==> src/rtl/gdc_pkg.sv <==
package gdc_pkg;

    localparam int unsigned OP_W    = 2;
    localparam int unsigned YEAR_W  = 14;
    localparam int unsigned MONTH_W = 4;
    localparam int unsigned DAY_W   = 5;
    localparam int unsigned WDAY_W  = 3;
    localparam int unsigned CENT_W  = 8;    // year / 100, up to 163
    localparam int unsigned YOC_W   = 7;    // year % 100
    localparam int unsigned SUM_W   = 15;   // weekday sum before mod 7

    typedef logic [OP_W-1:0]    op_t;
    typedef logic [YEAR_W-1:0]  year_t;
    typedef logic [MONTH_W-1:0] month_t;
    typedef logic [DAY_W-1:0]   day_t;
    typedef logic [WDAY_W-1:0]  wday_t;
    typedef logic [CENT_W-1:0]  cent_t;
    typedef logic [YOC_W-1:0]   yoc_t;
    typedef logic [SUM_W-1:0]   sum_t;

    localparam op_t OP_LOAD = 2'd0;
    localparam op_t OP_FWD  = 2'd1;
    localparam op_t OP_BACK = 2'd2;

    localparam year_t  MAX_YEAR  = 14'd9999;
    localparam year_t  MIN_YEAR  = 14'd1;
    localparam month_t MONTH_JAN = 4'd1;
    localparam month_t MONTH_FEB = 4'd2;
    localparam month_t MONTH_DEC = 4'd12;
    localparam day_t   DAY_FIRST = 5'd1;
    localparam day_t   DAY_DEC31 = 5'd31;
    localparam yoc_t   YOC_LAST  = 7'd99;

    // reset date 2024-01-01, Monday
    localparam year_t  RST_YEAR  = 14'd2024;
    localparam cent_t  RST_CENT  = 8'd20;
    localparam yoc_t   RST_YOC   = 7'd24;
    localparam month_t RST_MONTH = 4'd1;
    localparam day_t   RST_DAY   = 5'd1;
    localparam wday_t  RST_WDAY  = 3'd1;

    // floor(y / 100) = (y * 5243) >> 19, exact for 14-bit y
    localparam logic [12:0] RECIP_100   = 13'd5243;
    localparam int unsigned RECIP_SHIFT = 19;
    localparam int unsigned PROD_W      = YEAR_W + 13;

    typedef struct packed {
        logic capture;  // latch load fields
        logic step;     // apply forward/back/no-op to state, load output word
        logic ld_cent;  // century quotient stage
        logic ld_yoc;   // year-of-century stage
        logic ld_sum;   // validity and weekday sum stage
        logic commit;   // mod 7, update state, load output word
    } gdc_cmd_t;

    typedef struct packed {
        logic is_load;
    } gdc_sts_t;

    function automatic logic is_leap(input cent_t cent, input yoc_t yoc);
        return (yoc[1:0] == 2'd0) && ((yoc != '0) || (cent[1:0] == 2'd0));
    endfunction

    function automatic day_t days_in_month(input month_t m, input logic leap);
        day_t d;
        unique case (m)
            4'd1, 4'd3, 4'd5, 4'd7, 4'd8, 4'd10, 4'd12: d = 5'd31;
            4'd4, 4'd6, 4'd9, 4'd11:                    d = 5'd30;
            4'd2:                                       d = leap ? 5'd29 : 5'd28;
            default:                                    d = 5'd0;
        endcase
        return d;
    endfunction

    // month term of the weekday sum, reference offset folded in, mod 7
    function automatic wday_t month_offset(input month_t m);
        wday_t k;
        unique case (m)
            4'd1:    k = 3'd0;
            4'd2:    k = 3'd3;
            4'd3:    k = 3'd2;
            4'd4:    k = 3'd5;
            4'd5:    k = 3'd0;
            4'd6:    k = 3'd3;
            4'd7:    k = 3'd5;
            4'd8:    k = 3'd1;
            4'd9:    k = 3'd4;
            4'd10:   k = 3'd6;
            4'd11:   k = 3'd2;
            4'd12:   k = 3'd4;
            default: k = 3'd0;
        endcase
        return k;
    endfunction

    // 8 == 1 mod 7: fold octal digits, then one trim
    function automatic wday_t mod7(input sum_t s);
        logic [5:0] a;
        logic [3:0] b;
        a = '0;
        for (int i = 0; i < SUM_W / 3; i++) begin
            a = a + 6'(s[3*i +: 3]);
        end
        b = 4'(a[5:3]) + 4'(a[2:0]);
        if (b >= 4'd7) begin
            b = b - 4'd7;
        end
        return b[WDAY_W-1:0];
    endfunction

endpackage

==> src/rtl/gdc_ctrl.sv <==
module gdc_ctrl (
    input  logic              aclk,
    input  logic              aresetn,
    input  logic              s_tvalid,
    output logic              s_tready,
    output logic              m_tvalid,
    input  logic              m_tready,
    input  gdc_pkg::gdc_sts_t sts,
    output gdc_pkg::gdc_cmd_t cmd
);
    import gdc_pkg::*;

    localparam logic [2:0] ST_IDLE   = 3'd0;
    localparam logic [2:0] ST_CENT   = 3'd1;
    localparam logic [2:0] ST_YOC    = 3'd2;
    localparam logic [2:0] ST_SUM    = 3'd3;
    localparam logic [2:0] ST_COMMIT = 3'd4;

    logic [2:0] state_reg, state_next;
    logic       m_valid_reg, m_valid_next;
    logic       out_free;
    logic       accept;

    assign out_free = !m_valid_reg || m_tready;
    assign s_tready = (state_reg == ST_IDLE) && out_free;
    assign accept   = s_tvalid && s_tready;
    assign m_tvalid = m_valid_reg;

    always_comb begin
        cmd        = '0;
        state_next = state_reg;
        unique case (state_reg)
            ST_IDLE: begin
                if (accept) begin
                    if (sts.is_load) begin
                        cmd.capture = 1'b1;
                        state_next  = ST_CENT;
                    end else begin
                        cmd.step = 1'b1;
                    end
                end
            end
            ST_CENT: begin
                cmd.ld_cent = 1'b1;
                state_next  = ST_YOC;
            end
            ST_YOC: begin
                cmd.ld_yoc = 1'b1;
                state_next = ST_SUM;
            end
            ST_SUM: begin
                cmd.ld_sum = 1'b1;
                state_next = ST_COMMIT;
            end
            ST_COMMIT: begin
                if (out_free) begin
                    cmd.commit = 1'b1;
                    state_next = ST_IDLE;
                end
            end
            default: begin
                state_next = ST_IDLE;
            end
        endcase
    end

    always_comb begin
        if (cmd.step || cmd.commit) begin
            m_valid_next = 1'b1;
        end else if (m_tready) begin
            m_valid_next = 1'b0;
        end else begin
            m_valid_next = m_valid_reg;
        end
    end

    always_ff @(posedge aclk) begin
        if (!aresetn) begin
            state_reg   <= ST_IDLE;
            m_valid_reg <= 1'b0;
        end else begin
            state_reg   <= state_next;
            m_valid_reg <= m_valid_next;
        end
    end

    a_load_only_when_free: assert property (@(posedge aclk) disable iff (!aresetn)
        (cmd.step || cmd.commit) |-> (!m_valid_reg || m_tready))
        else $error("output word overwritten before taken");

    a_capture_starts_load: assert property (@(posedge aclk) disable iff (!aresetn)
        cmd.capture |=> (state_reg == ST_CENT))
        else $error("load sequence did not start");

    a_commit_waits: assert property (@(posedge aclk) disable iff (!aresetn)
        (state_reg == ST_COMMIT && !out_free) |=> (state_reg == ST_COMMIT))
        else $error("load result dropped while output busy");

endmodule

==> src/rtl/gdc_dp.sv <==
module gdc_dp (
    input  logic                aclk,
    input  logic                aresetn,
    input  gdc_pkg::gdc_cmd_t   cmd,
    output gdc_pkg::gdc_sts_t   sts,
    input  gdc_pkg::op_t        in_op,
    input  gdc_pkg::year_t      in_year,
    input  gdc_pkg::month_t     in_month,
    input  gdc_pkg::day_t       in_day,
    output gdc_pkg::year_t      out_year,
    output gdc_pkg::month_t     out_month,
    output gdc_pkg::day_t       out_day,
    output gdc_pkg::wday_t      out_wday,
    output logic                out_ok
);
    import gdc_pkg::*;

    // current date, with year split into century and year-of-century
    year_t  cur_year_reg,  cur_year_next;
    cent_t  cur_cent_reg,  cur_cent_next;
    yoc_t   cur_yoc_reg,   cur_yoc_next;
    month_t cur_month_reg, cur_month_next;
    day_t   cur_day_reg,   cur_day_next;
    wday_t  cur_wday_reg,  cur_wday_next;
    logic   ok_next;

    // load pipeline
    year_t  ld_year_reg;
    month_t ld_month_reg;
    day_t   ld_day_reg;
    cent_t  ld_cent_reg;
    yoc_t   ld_yoc_reg;
    sum_t   ld_sum_reg;
    logic   ld_ok_reg;

    // output word
    year_t  o_year_reg;
    month_t o_month_reg;
    day_t   o_day_reg;
    wday_t  o_wday_reg;
    logic   o_ok_reg;

    logic              leap_cur;
    day_t              dim_cur;
    day_t              dim_prev;
    logic              at_last;
    logic              at_first;
    logic [PROD_W-1:0] cent_prod;
    year_t             cent_ext;
    year_t             cent_x100;
    logic              ld_leap;
    logic              ld_valid;
    year_t             yy;
    cent_t             yy_cent;
    sum_t              ld_sum;

    assign sts.is_load = (in_op == OP_LOAD);

    assign leap_cur = is_leap(cur_cent_reg, cur_yoc_reg);
    assign dim_cur  = days_in_month(cur_month_reg, leap_cur);
    assign dim_prev = days_in_month(cur_month_reg - 4'd1, leap_cur);
    assign at_last  = (cur_year_reg >= MAX_YEAR) && (cur_month_reg == MONTH_DEC)
                      && (cur_day_reg == DAY_DEC31);
    assign at_first = (cur_year_reg <= MIN_YEAR) && (cur_month_reg == MONTH_JAN)
                      && (cur_day_reg == DAY_FIRST);

    // load stages
    assign cent_prod = PROD_W'(ld_year_reg) * PROD_W'(RECIP_100);
    // century * 100 as 64 + 32 + 4, fits 14 bits for every century up to 163
    assign cent_ext  = YEAR_W'(ld_cent_reg);
    assign cent_x100 = (cent_ext << 6) + (cent_ext << 5) + (cent_ext << 2);
    assign ld_leap   = is_leap(ld_cent_reg, ld_yoc_reg);
    assign ld_valid  = (ld_year_reg >= MIN_YEAR) && (ld_year_reg <= MAX_YEAR)
                       && (ld_month_reg >= MONTH_JAN) && (ld_month_reg <= MONTH_DEC)
                       && (ld_day_reg >= DAY_FIRST)
                       && (ld_day_reg <= days_in_month(ld_month_reg, ld_leap));

    // Jan and Feb count with the previous year
    always_comb begin
        if (ld_month_reg <= MONTH_FEB) begin
            yy      = ld_year_reg - 14'd1;
            yy_cent = (ld_yoc_reg == '0) ? ld_cent_reg - 8'd1 : ld_cent_reg;
        end else begin
            yy      = ld_year_reg;
            yy_cent = ld_cent_reg;
        end
    end

    assign ld_sum = SUM_W'(yy) + SUM_W'(yy >> 2) - SUM_W'(yy_cent) + SUM_W'(yy_cent >> 2)
                    + SUM_W'(ld_day_reg) + SUM_W'(month_offset(ld_month_reg));

    always_comb begin
        cur_year_next  = cur_year_reg;
        cur_cent_next  = cur_cent_reg;
        cur_yoc_next   = cur_yoc_reg;
        cur_month_next = cur_month_reg;
        cur_day_next   = cur_day_reg;
        cur_wday_next  = cur_wday_reg;
        ok_next        = 1'b0;
        if (cmd.step) begin
            unique case (in_op)
                OP_FWD: begin
                    if (!at_last) begin
                        if (cur_day_reg >= dim_cur) begin
                            cur_day_next = DAY_FIRST;
                            if (cur_month_reg >= MONTH_DEC) begin
                                cur_month_next = MONTH_JAN;
                                cur_year_next  = cur_year_reg + 14'd1;
                                if (cur_yoc_reg == YOC_LAST) begin
                                    cur_yoc_next  = '0;
                                    cur_cent_next = cur_cent_reg + 8'd1;
                                end else begin
                                    cur_yoc_next = cur_yoc_reg + 7'd1;
                                end
                            end else begin
                                cur_month_next = cur_month_reg + 4'd1;
                            end
                        end else begin
                            cur_day_next = cur_day_reg + 5'd1;
                        end
                        cur_wday_next = (cur_wday_reg == 3'd6) ? 3'd0 : cur_wday_reg + 3'd1;
                        ok_next       = 1'b1;
                    end
                end
                OP_BACK: begin
                    if (!at_first) begin
                        if (cur_day_reg <= DAY_FIRST) begin
                            if (cur_month_reg <= MONTH_JAN) begin
                                cur_month_next = MONTH_DEC;
                                cur_day_next   = DAY_DEC31;
                                cur_year_next  = cur_year_reg - 14'd1;
                                if (cur_yoc_reg == '0) begin
                                    cur_yoc_next  = YOC_LAST;
                                    cur_cent_next = cur_cent_reg - 8'd1;
                                end else begin
                                    cur_yoc_next = cur_yoc_reg - 7'd1;
                                end
                            end else begin
                                cur_month_next = cur_month_reg - 4'd1;
                                cur_day_next   = dim_prev;
                            end
                        end else begin
                            cur_day_next = cur_day_reg - 5'd1;
                        end
                        cur_wday_next = (cur_wday_reg == 3'd0) ? 3'd6 : cur_wday_reg - 3'd1;
                        ok_next       = 1'b1;
                    end
                end
                default: begin
                    ok_next = 1'b0;
                end
            endcase
        end else if (cmd.commit && ld_ok_reg) begin
            cur_year_next  = ld_year_reg;
            cur_cent_next  = ld_cent_reg;
            cur_yoc_next   = ld_yoc_reg;
            cur_month_next = ld_month_reg;
            cur_day_next   = ld_day_reg;
            cur_wday_next  = mod7(ld_sum_reg);
            ok_next        = 1'b1;
        end
    end

    always_ff @(posedge aclk) begin
        if (!aresetn) begin
            cur_year_reg  <= RST_YEAR;
            cur_cent_reg  <= RST_CENT;
            cur_yoc_reg   <= RST_YOC;
            cur_month_reg <= RST_MONTH;
            cur_day_reg   <= RST_DAY;
            cur_wday_reg  <= RST_WDAY;
        end else begin
            cur_year_reg  <= cur_year_next;
            cur_cent_reg  <= cur_cent_next;
            cur_yoc_reg   <= cur_yoc_next;
            cur_month_reg <= cur_month_next;
            cur_day_reg   <= cur_day_next;
            cur_wday_reg  <= cur_wday_next;
        end
    end

    always_ff @(posedge aclk) begin
        if (cmd.capture) begin
            ld_year_reg  <= in_year;
            ld_month_reg <= in_month;
            ld_day_reg   <= in_day;
        end
        if (cmd.ld_cent) begin
            ld_cent_reg <= cent_prod[RECIP_SHIFT +: CENT_W];
        end
        if (cmd.ld_yoc) begin
            ld_yoc_reg <= YOC_W'(ld_year_reg - cent_x100);
        end
        if (cmd.ld_sum) begin
            ld_sum_reg <= ld_sum;
            ld_ok_reg  <= ld_valid;
        end
        if (cmd.step || cmd.commit) begin
            o_year_reg  <= cur_year_next;
            o_month_reg <= cur_month_next;
            o_day_reg   <= cur_day_next;
            o_wday_reg  <= cur_wday_next;
            o_ok_reg    <= ok_next;
        end
    end

    assign out_year  = o_year_reg;
    assign out_month = o_month_reg;
    assign out_day   = o_day_reg;
    assign out_wday  = o_wday_reg;
    assign out_ok    = o_ok_reg;

    a_month_range: assert property (@(posedge aclk) disable iff (!aresetn)
        (cur_month_reg >= MONTH_JAN) && (cur_month_reg <= MONTH_DEC))
        else $error("current month out of range");

    a_day_range: assert property (@(posedge aclk) disable iff (!aresetn)
        (cur_day_reg >= DAY_FIRST) && (cur_day_reg <= dim_cur))
        else $error("current day beyond month length");

    a_year_split: assert property (@(posedge aclk) disable iff (!aresetn)
        (cur_yoc_reg <= YOC_LAST)
        && (cur_year_reg == YEAR_W'(cur_cent_reg) * 14'd100 + YEAR_W'(cur_yoc_reg)))
        else $error("century counters disagree with year");

endmodule

==> src/rtl/gregorian_date_counter_core.sv <==
// Proleptic Gregorian date counter with weekday, reset to 2024-01-01 (Monday). Each input
// word carries op (0 load date, 1 step one day forward, 2 step one day back, 3 no-op) and,
// for a load, year/month/day; each input word returns exactly one output word with the
// date and weekday (0 Sunday .. 6 Saturday) held afterward plus an ok flag. An invalid
// load (year 0 or above 9999, bad month, day 0 or past month end), a step off either end
// of the year range, or op 3 leaves the date as it was and returns ok = 0. Steps and
// no-ops are done in the accept cycle: the output word is valid on the next cycle, and
// with m_axis_tready high a new word is taken every cycle. A load walks a four-stage
// sequence (century quotient by reciprocal multiply, year of century, validity and
// weekday sum, mod 7 and commit): commit waits until the output word is free, and the
// next word is taken only after the sequence has returned to idle. The input is held
// off only while a load is in flight or the output word has not been taken.
module gregorian_date_counter_core (
    input  logic        aclk,
    input  logic        aresetn,
    // input words
    input  logic        s_axis_tvalid,
    output logic        s_axis_tready,
    input  logic [31:0] s_axis_tdata,   // op[1:0], year_in[15:2], month_in[19:16],
                                        // day_in[24:20], zero pad [31:25]
    // output words
    output logic        m_axis_tvalid,
    input  logic        m_axis_tready,
    output logic [31:0] m_axis_tdata    // year_out[13:0], month_out[17:14], day_out[22:18],
                                        // weekday_out[25:23], ok[26], zero pad [31:27]
);
    import gdc_pkg::*;

    gdc_cmd_t cmd;
    gdc_sts_t sts;

    year_t  out_year;
    month_t out_month;
    day_t   out_day;
    wday_t  out_wday;
    logic   out_ok;

    // sequencer: handshakes and load stages
    gdc_ctrl u_ctrl (
        .aclk     (aclk),
        .aresetn  (aresetn),
        .s_tvalid (s_axis_tvalid),
        .s_tready (s_axis_tready),
        .m_tvalid (m_axis_tvalid),
        .m_tready (m_axis_tready),
        .sts      (sts),
        .cmd      (cmd)
    );

    // date state, step logic, load pipeline and output word
    gdc_dp u_dp (
        .aclk      (aclk),
        .aresetn   (aresetn),
        .cmd       (cmd),
        .sts       (sts),
        .in_op     (s_axis_tdata[1:0]),
        .in_year   (s_axis_tdata[15:2]),
        .in_month  (s_axis_tdata[19:16]),
        .in_day    (s_axis_tdata[24:20]),
        .out_year  (out_year),
        .out_month (out_month),
        .out_day   (out_day),
        .out_wday  (out_wday),
        .out_ok    (out_ok)
    );

    assign m_axis_tdata = {5'b0, out_ok, out_wday, out_day, out_month, out_year};

endmodule

==> config.mk <==
export PLATFORM = sky130hd
export DESIGN_NAME = gregorian_date_counter_core
export DESIGN_NICKNAME = d
export VERILOG_FILES = /design/src/rtl/gdc_pkg.sv /design/src/rtl/gdc_ctrl.sv /design/src/rtl/gdc_dp.sv /design/src/rtl/gregorian_date_counter_core.sv
export SDC_FILE = /design/constraint.sdc
export NUM_CORES = 1
export LEC_CHECK = 0
export BUFFER_PORTS_ARGS = -buffer_cell sky130_fd_sc_hd__buf_2
export CAP_MARGIN = 20
export CORE_MARGIN = 4
export CORE_UTILIZATION = 40
export DETAILED_ROUTE_END_ITERATION = 7
export SETUP_SLACK_MARGIN = 0.02
export SYNTH_ARGS = -nofsm -noshare
export SYNTH_HDL_FRONTEND = slang
export SYNTH_SLANG_ARGS = --single-unit
==> constraint.sdc <==
create_clock -name aclk -period 15.6 [get_ports aclk]
set_input_delay 1.56 -clock aclk [delete_from_list [all_inputs] [get_ports aclk]]
set_output_delay 1.56 -clock aclk [all_outputs]
set_load 0.01 [all_outputs]
==> results.md, run 1 <==
- Outcome: completed
- Maximum number of pins on one net before global-route repair: 30
- Remaining antenna violation count: 0
- Final GP Congestion: 0.947
- WL/cell: 17.7 µm
- Power per unit of standard cell area: 91.8 nW/µm²
- Number of antenna violations at the first check in global routing: 0
- Hold WC Path Type: flop to flop
- Sum of routed wire length over all layers: 33.7 mm
- Proportion of synthesized flip-flops having asynchronous set or reset: 0%
- Die X-Extent: 189 µm
- Final Hold Viols: 0
- Count of TritonRoute iterations in the first routing pass: 5
- Number of global-route vias before repair: 10203
- GRT Util Overall: between 10% and 20%
- Number of vias in the routed layout: 10232
- Cell at the root of the clock tree: clkbuf_16
- Crit Path Category: flop to flop
- Cells after Synth: around 1400
- Final net count: 1794
- Reg clk slew, reported paths: 0.06 ns
- Req. time, crit path: 15.78 ns
- Slew at the pin closest to its max-slew limit: between 1 and 1.5 ns
- Max-cap violations: 0
- Total grt overflow: 0
- Unrepaired setup endpoints after global routing: false
- Yosys top cell by area: ha_1
- Initial core utilization: 40.5%
- Share of Yosys cell area claimed by the top area cell type: between 20% and 30%
- Final core utilization: approximately 44%
- Critical Path Fanout Max: 8
- IO Port Bufs: 57
- Min Clock Period, post-route: 6.95 ns
- Netlist Area Pre-Place: 13200 µm²
- DPL Wire Length: between 20 and 30 mm
- Synth unique cells: just over 80
- Post-synth EDFFs: 81
- Setup slack after placement: 8.78 ns
- Vert. Die Dim: roughly 190 µm
- Sort of element at the start of the critical path: flop
- Layout Area Growth over Synthesis: 9.85%
- Arrival time of the worst setup path: 7.12 ns
- CTS H-Tree Depth: 4
- Least setup slack across all paths after layout: 8.65 ns
- Filler cells: 3208
- Number of flip-flops under the largest register name: 15
- Vias per cell: 5.37
- First-pass GRT wire length: 54.1 mm
- Quantity of hold-fixing buffers added after cts: 0
- Most common flop cell mapped by yosys: edfxtp_1
- Most frequent cells in the layout: inv_1 (249), ha_1 (215), fa_1 (93)
- Sinks on Clock Net: 123
- Proportion of layout cells with a drive suffix above 1: 8.20%
- Standby leakage power: 6.63 nW
- Synthesized area per cell: about 9.3 µm²
- Fmax achieved: 0.144 GHz
- Area of the core region: roughly 33000 µm²
- Deepest clock path buffer count: 2
- Number of buffers created by CTS: 17
- IR drop worst, VDD: roughly 0.00008 V
- Slew Viols, Final: 0
- Final-layout setup total negative slack: 0 ns
- Number of gates given a new drive strength after cts: 0
- Final setup vio count: 0
- Site row count: 66
- Number of inserted diodes: 0
- Clk Latency, worst-skew pair: approximately 0.44 ns
- CP endpoint kind: flop
- Total I/O pin count: 70
- Initial detailed-routing violation count: 693
- Portion of the post-synthesis area used by sequential elements: 24.8%
- Clock Skews: 0.0154 ns
- Slew headroom: 30.5%
- Total of flip-flops plus latches after synthesis: about 120
- Most common library cell in the layout ignoring fill and taps: inv_1
- DRC errors left: 0
- Total setup buffers inserted after CTS: 0
- Clock tree from TritonCTS: done
- Final cycle utilization of the critical path: 44.5%
- Die Footprint: 35900 µm²
- Ys Warns: 0
- Top area cells in the synthesized netlist: ha_1 (20%), edfxtp_1 (18%), fa_1 (14%)
layer usage:
| metal | part of all wire [%] | wire, µm | global-route usage [%] |
|---|---|---|---|
| met1 | 44 | 14800 | 24.8 |
| met4 | 2.5 | 835 | 5.93 |
| met3 | 4.5 | 1510 | 2.51 |
| met2 | 49 | 16600 | 33.0 |
| met5 | 0 | 0 | 0 |
per-stage QoR:
stage	total power, mW	cell area [µm²]	cells	hold WS, ns
floorplan	0.803	13200	1417	0.462
global placement	0.919	13900	1872	0.481
detailed placement	0.929	13900	1872	0.488
CTS	1.35	14500	1904	0.499
global route	1.44	14500	1905	0.549
finish	1.33	14500	1905	0.495
Yosys cell counts, types with 32 or more instances:
cell type  instances
fa_1              93
clkbuf_1          41
xnor2_1           52
dfxtp_1           42
ha_1             215
o21ai_0           53
nand3_1           40
nand2_1           90
edfxtp_1          81
nor2_1            66
nor3_1            32
inv_1            249
a21oi_1           55
cell families after synthesis:
logic type	count (synthesis)	synth area share [%]
muxes	12	0.931
buffers and inverters	302	8.82
AOI/OAI and AO/OA	267	13.7
DFF	123	24.8
other	1	0.0285
and+or+nand+nor	335	12.8
xor gates and xnor gates	65	4.32
adders and majority gates	308	34.5
worst max-delay path: stages, from the launching register on:
cell and delay (ns):
edfxtp_1 0.54, or2_2 0.38, a21oi_1 0.63, nand3_1 0.43, or3_1 0.47, nor3_1 0.23, nand2_1 0.12, xnor2_1 0.25
inv_1 0.10, fa_1 0.54, inv_1 0.05, fa_1 0.53, inv_1 0.05, fa_1 0.52, inv_1 0.04, ha_1 0.32
nor2b_1 0.14, o21ai_0 0.23, a21boi_0 0.17, o21ai_0 0.24, a22oi_1 0.14, a41oi_1 0.28, nor2b_1 0.19, xnor2_1 0.09
worst paths after layout:
check                                           end  slack, ns  cells past startpoint                  from
worst max register to register  u_dp.ld_sum_reg[12]       8.65                     23  u_dp.ld_month_reg[3]
worst max-delay path            u_dp.ld_sum_reg[12]       8.65                     23  u_dp.ld_month_reg[3]
worst min-delay path            u_dp.cur_yoc_reg[1]       0.49                      2   u_dp.cur_yoc_reg[1]
worst min register to register  u_dp.cur_yoc_reg[1]       0.49                      2   u_dp.cur_yoc_reg[1]
where the power goes:
part	total [mW]	internal, mW	switching, mW
clock network	0.408	0.254	0.154
registers	0.410	0.385	0.0247
logic	0.511	0.220	0.291
total	1.33	0.859	0.470
cell type report:
| cell class | instances | area [µm²] | share of cell area, % |
|---|---|---|---|
| clock buffer | 20 | 447 | 3.09 |
| clock inverter | 12 | 146 | 1.01 |
| inverter | 249 | 935 | 6.46 |
| multi-input combinational | 992 | 8760 | 60.5 |
| sequential | 123 | 3270 | 22.6 |
| tap | 442 | 553 | 3.82 |
| timing repair buffer | 67 | 358 | 2.47 |
Power figures use the tool's default switching activity.
==> inputs of run 2 (changes only) <==
==> constraint.sdc (replaced) <==
create_clock -name aclk -period 6.92 [get_ports aclk]
set_input_delay 0.692 -clock aclk [delete_from_list [all_inputs] [get_ports aclk]]
set_output_delay 0.692 -clock aclk [all_outputs]
set_load 0.01 [all_outputs]
==> run 2 against run 1 <==
Worst hold slack got worse by 0.066 ns. Register-to-register slack worse by 8.0 ns. Clock power is 120% higher.
==> results.md, run 2 (same netlist as run 1, synthesis figures left out) <==
- Instance area after placement: 13900 µm²
- Number of flip-flops under the largest register name: 15
- Cells after DPL: around 1900
- Worst Path Buf+Inv: 5
- Reg clk slew, reported paths: 0.06 ns
- Vias per cell: 5.39
- CTS H-Tree Depth: 4
- Req. time, crit path: 7.10 ns
- CP endpoint kind: flop
- Overall power: 2.97 mW
- Worst path most repeated cell: inv_1
- Total setup buffers inserted after CTS: 0
- Proportion of layout cells with a drive suffix above 1: under 10%
- Area of the core region: 32500 µm²
- Clock tree from TritonCTS: done
- Site row count: 66
- Slew Viols, Final: 0
- Final net count: 1801
- Quantity of hold-fixing buffers added after cts: 0
- Smallest hold slack: 0.428 ns
- Final Hold Viols: 0
- Number of gates given a new drive strength after cts: 0
- GRT Util Overall: 19.4%
- Initial core utilization: between 40% and 50%
- Critical Path Fanout Max: 8
- Worst Setup EP: u_dp.ld_sum_reg[13]
- Layout Area Growth over Synthesis: 10.1%
- Least setup slack across all paths after layout: 0.641 ns
- Worst setup slack for register-to-register paths: between 0.6 and 0.7 ns
- Count of placed standard cells in the final layout, fillers left out: 1912
- First-pass GRT wire length: 54.8 mm
- Final-layout setup total negative slack: 0 ns
- Final setup vio count: 0
- Endpoint of the worst-slack reg-to-reg timing path: u_dp.ld_sum_reg[13]
- Arrival time of the worst setup path: 6.46 ns
- Sinks on Clock Net: 123
- Number of inserted diodes: 0
- Vert. Die Dim: 189 µm
- Total I/O pin count: 70
- Sum of routed wire length over all layers: 33.8 mm
- WL/cell: between 15 and 20 µm
- Standby leakage power: 6.65 nW
- Deepest clock path buffer count: 2
- Count of TritonRoute iterations in the first routing pass: 6
- Sort of element at the start of the critical path: flop
- Fmax achieved: 0.159 GHz
- Hold WC Path Type: primary input to flop
- Worst setup path startpoint: u_dp.ld_month_reg[3]
- Max-cap violations: 0
- Die Footprint: 35900 µm²
- Number of vias in the routed layout: between 10000 and 15000
- Final cycle utilization of the critical path: 90.7%
- Post-route design area: approximately 15000 µm²
- Min Clock Period, post-route: 6.28 ns
- Sequence of cells on the critical path: or2_2 -> a21oi_1 -> buf_4 -> nand3_1 -> or3_1 -> nor4_1 -> xor2_1 -> inv_1 -> fa_1 -> inv_1 -> fa_1 -> inv_1 -> fa_1 -> inv_1 -> ha_1 -> a21o_1 -> a21oi_1 -> nand2b_1 -> a21boi_0 -> nor3_1 -> o31ai_1 -> o211a_1 -> xor2_1
- Clk Latency, worst-skew pair: 0.44 ns
- Most frequent cells in the layout: inv_1 (249), ha_1 (215), fa_1 (93)
- R2R cell count: 23
- Outcome: completed
- IO Port Bufs: 57
- Worst-path cell with the longest stage delay: fa_1
- Crit Path Category: flop to flop
- Most common library cell in the layout ignoring fill and taps: inv_1
- IR drop worst, VDD: roughly 0.00017 V
- Unrepaired setup endpoints after global routing: false
- Filler cells: 3230
- Stages on the worst setup path: 23
- Maximum number of pins on one net before global-route repair: 30
- Setup slack after placement: 0.682 ns
- Number of buffers created by CTS: 17
- Number of antenna violations at the first check in global routing: 0
- Largest stage delay, worst path: 0.59 ns
- Remaining antenna violation count: 0
- Final core utilization: 44.6%
- Reg2Reg Launch Point: u_dp.ld_month_reg[3]
- Slew at the pin closest to its max-slew limit: between 1 and 1.5 ns
- Number of global-route vias before repair: 10257
- Initial detailed-routing violation count: 759
- Final GP Congestion: 0.901
- Die X-Extent: 189 µm
- Delay-heaviest family, CP: adder cells
- Slew headroom: between 20 and 30%
- DPL Wire Length: 26.5 mm
- Clock Skews: 0.0108 ns
- Total grt overflow: 0
- Cell at the root of the clock tree: clkbuf_16
- Power per unit of standard cell area: 205 nW/µm²
- DRC errors left: 0
-- run 2: cell types whose count changed in the layout (fill, tap and decap cells not counted), sizes merged --
cell,before,now
bufinv,3,2
buf,67,74
clkinv,6,5
clkbuf,20,21
clkinvlp,2,3
-- run 2: worst min path at each step --
stage	from	end	depth (start not counted)
6_report	s_axis_tdata[8]	u_dp.ld_year_reg[6]	1
2_1_floorplan	u_dp.cur_yoc_reg[1]	u_dp.cur_yoc_reg[1]	2
3_3_place_gp	u_dp.cur_yoc_reg[1]	u_dp.cur_yoc_reg[1]	2
5_1_grt	s_axis_tdata[12]	u_dp.ld_year_reg[10]	1
4_1_cts	s_axis_tdata[4]	u_dp.ld_year_reg[2]	1
3_5_place_dp	u_dp.cur_yoc_reg[1]	u_dp.cur_yoc_reg[1]	2
-- run 2: cell type report --
cell class,instances,area (µm²),share of cell area (%)
Clock buffer,21,450,3.11
Timing Repair Buffer,74,410,2.83
Sequential cell,123,3270,22.6
Inverter,249,935,6.44
Multi-Input combinational cell,992,8760,60.4
Clock inverter,11,120,0.828
Tap cell,442,553,3.81
-- run 2: routing by layer --
metal	vias to the layer above	wire [µm]	GRT usage, %
li1	4957	-	-
met5	-	0	0
met3	72	1500	2.73
met4	0	1320	8.79
met1	4961	14800	25.1
met2	316	16200	32.3
-- run 2: power by group --
| part | switching, mW | leakage (nW) | total, mW | internal, mW |
|---|---|---|---|---|
| clock network | 0.348 | 0.273 | 0.885 | 0.537 |
| logic | 0.670 | 5.29 | 1.17 | 0.499 |
| registers | 0.0503 | 1.09 | 0.919 | 0.869 |
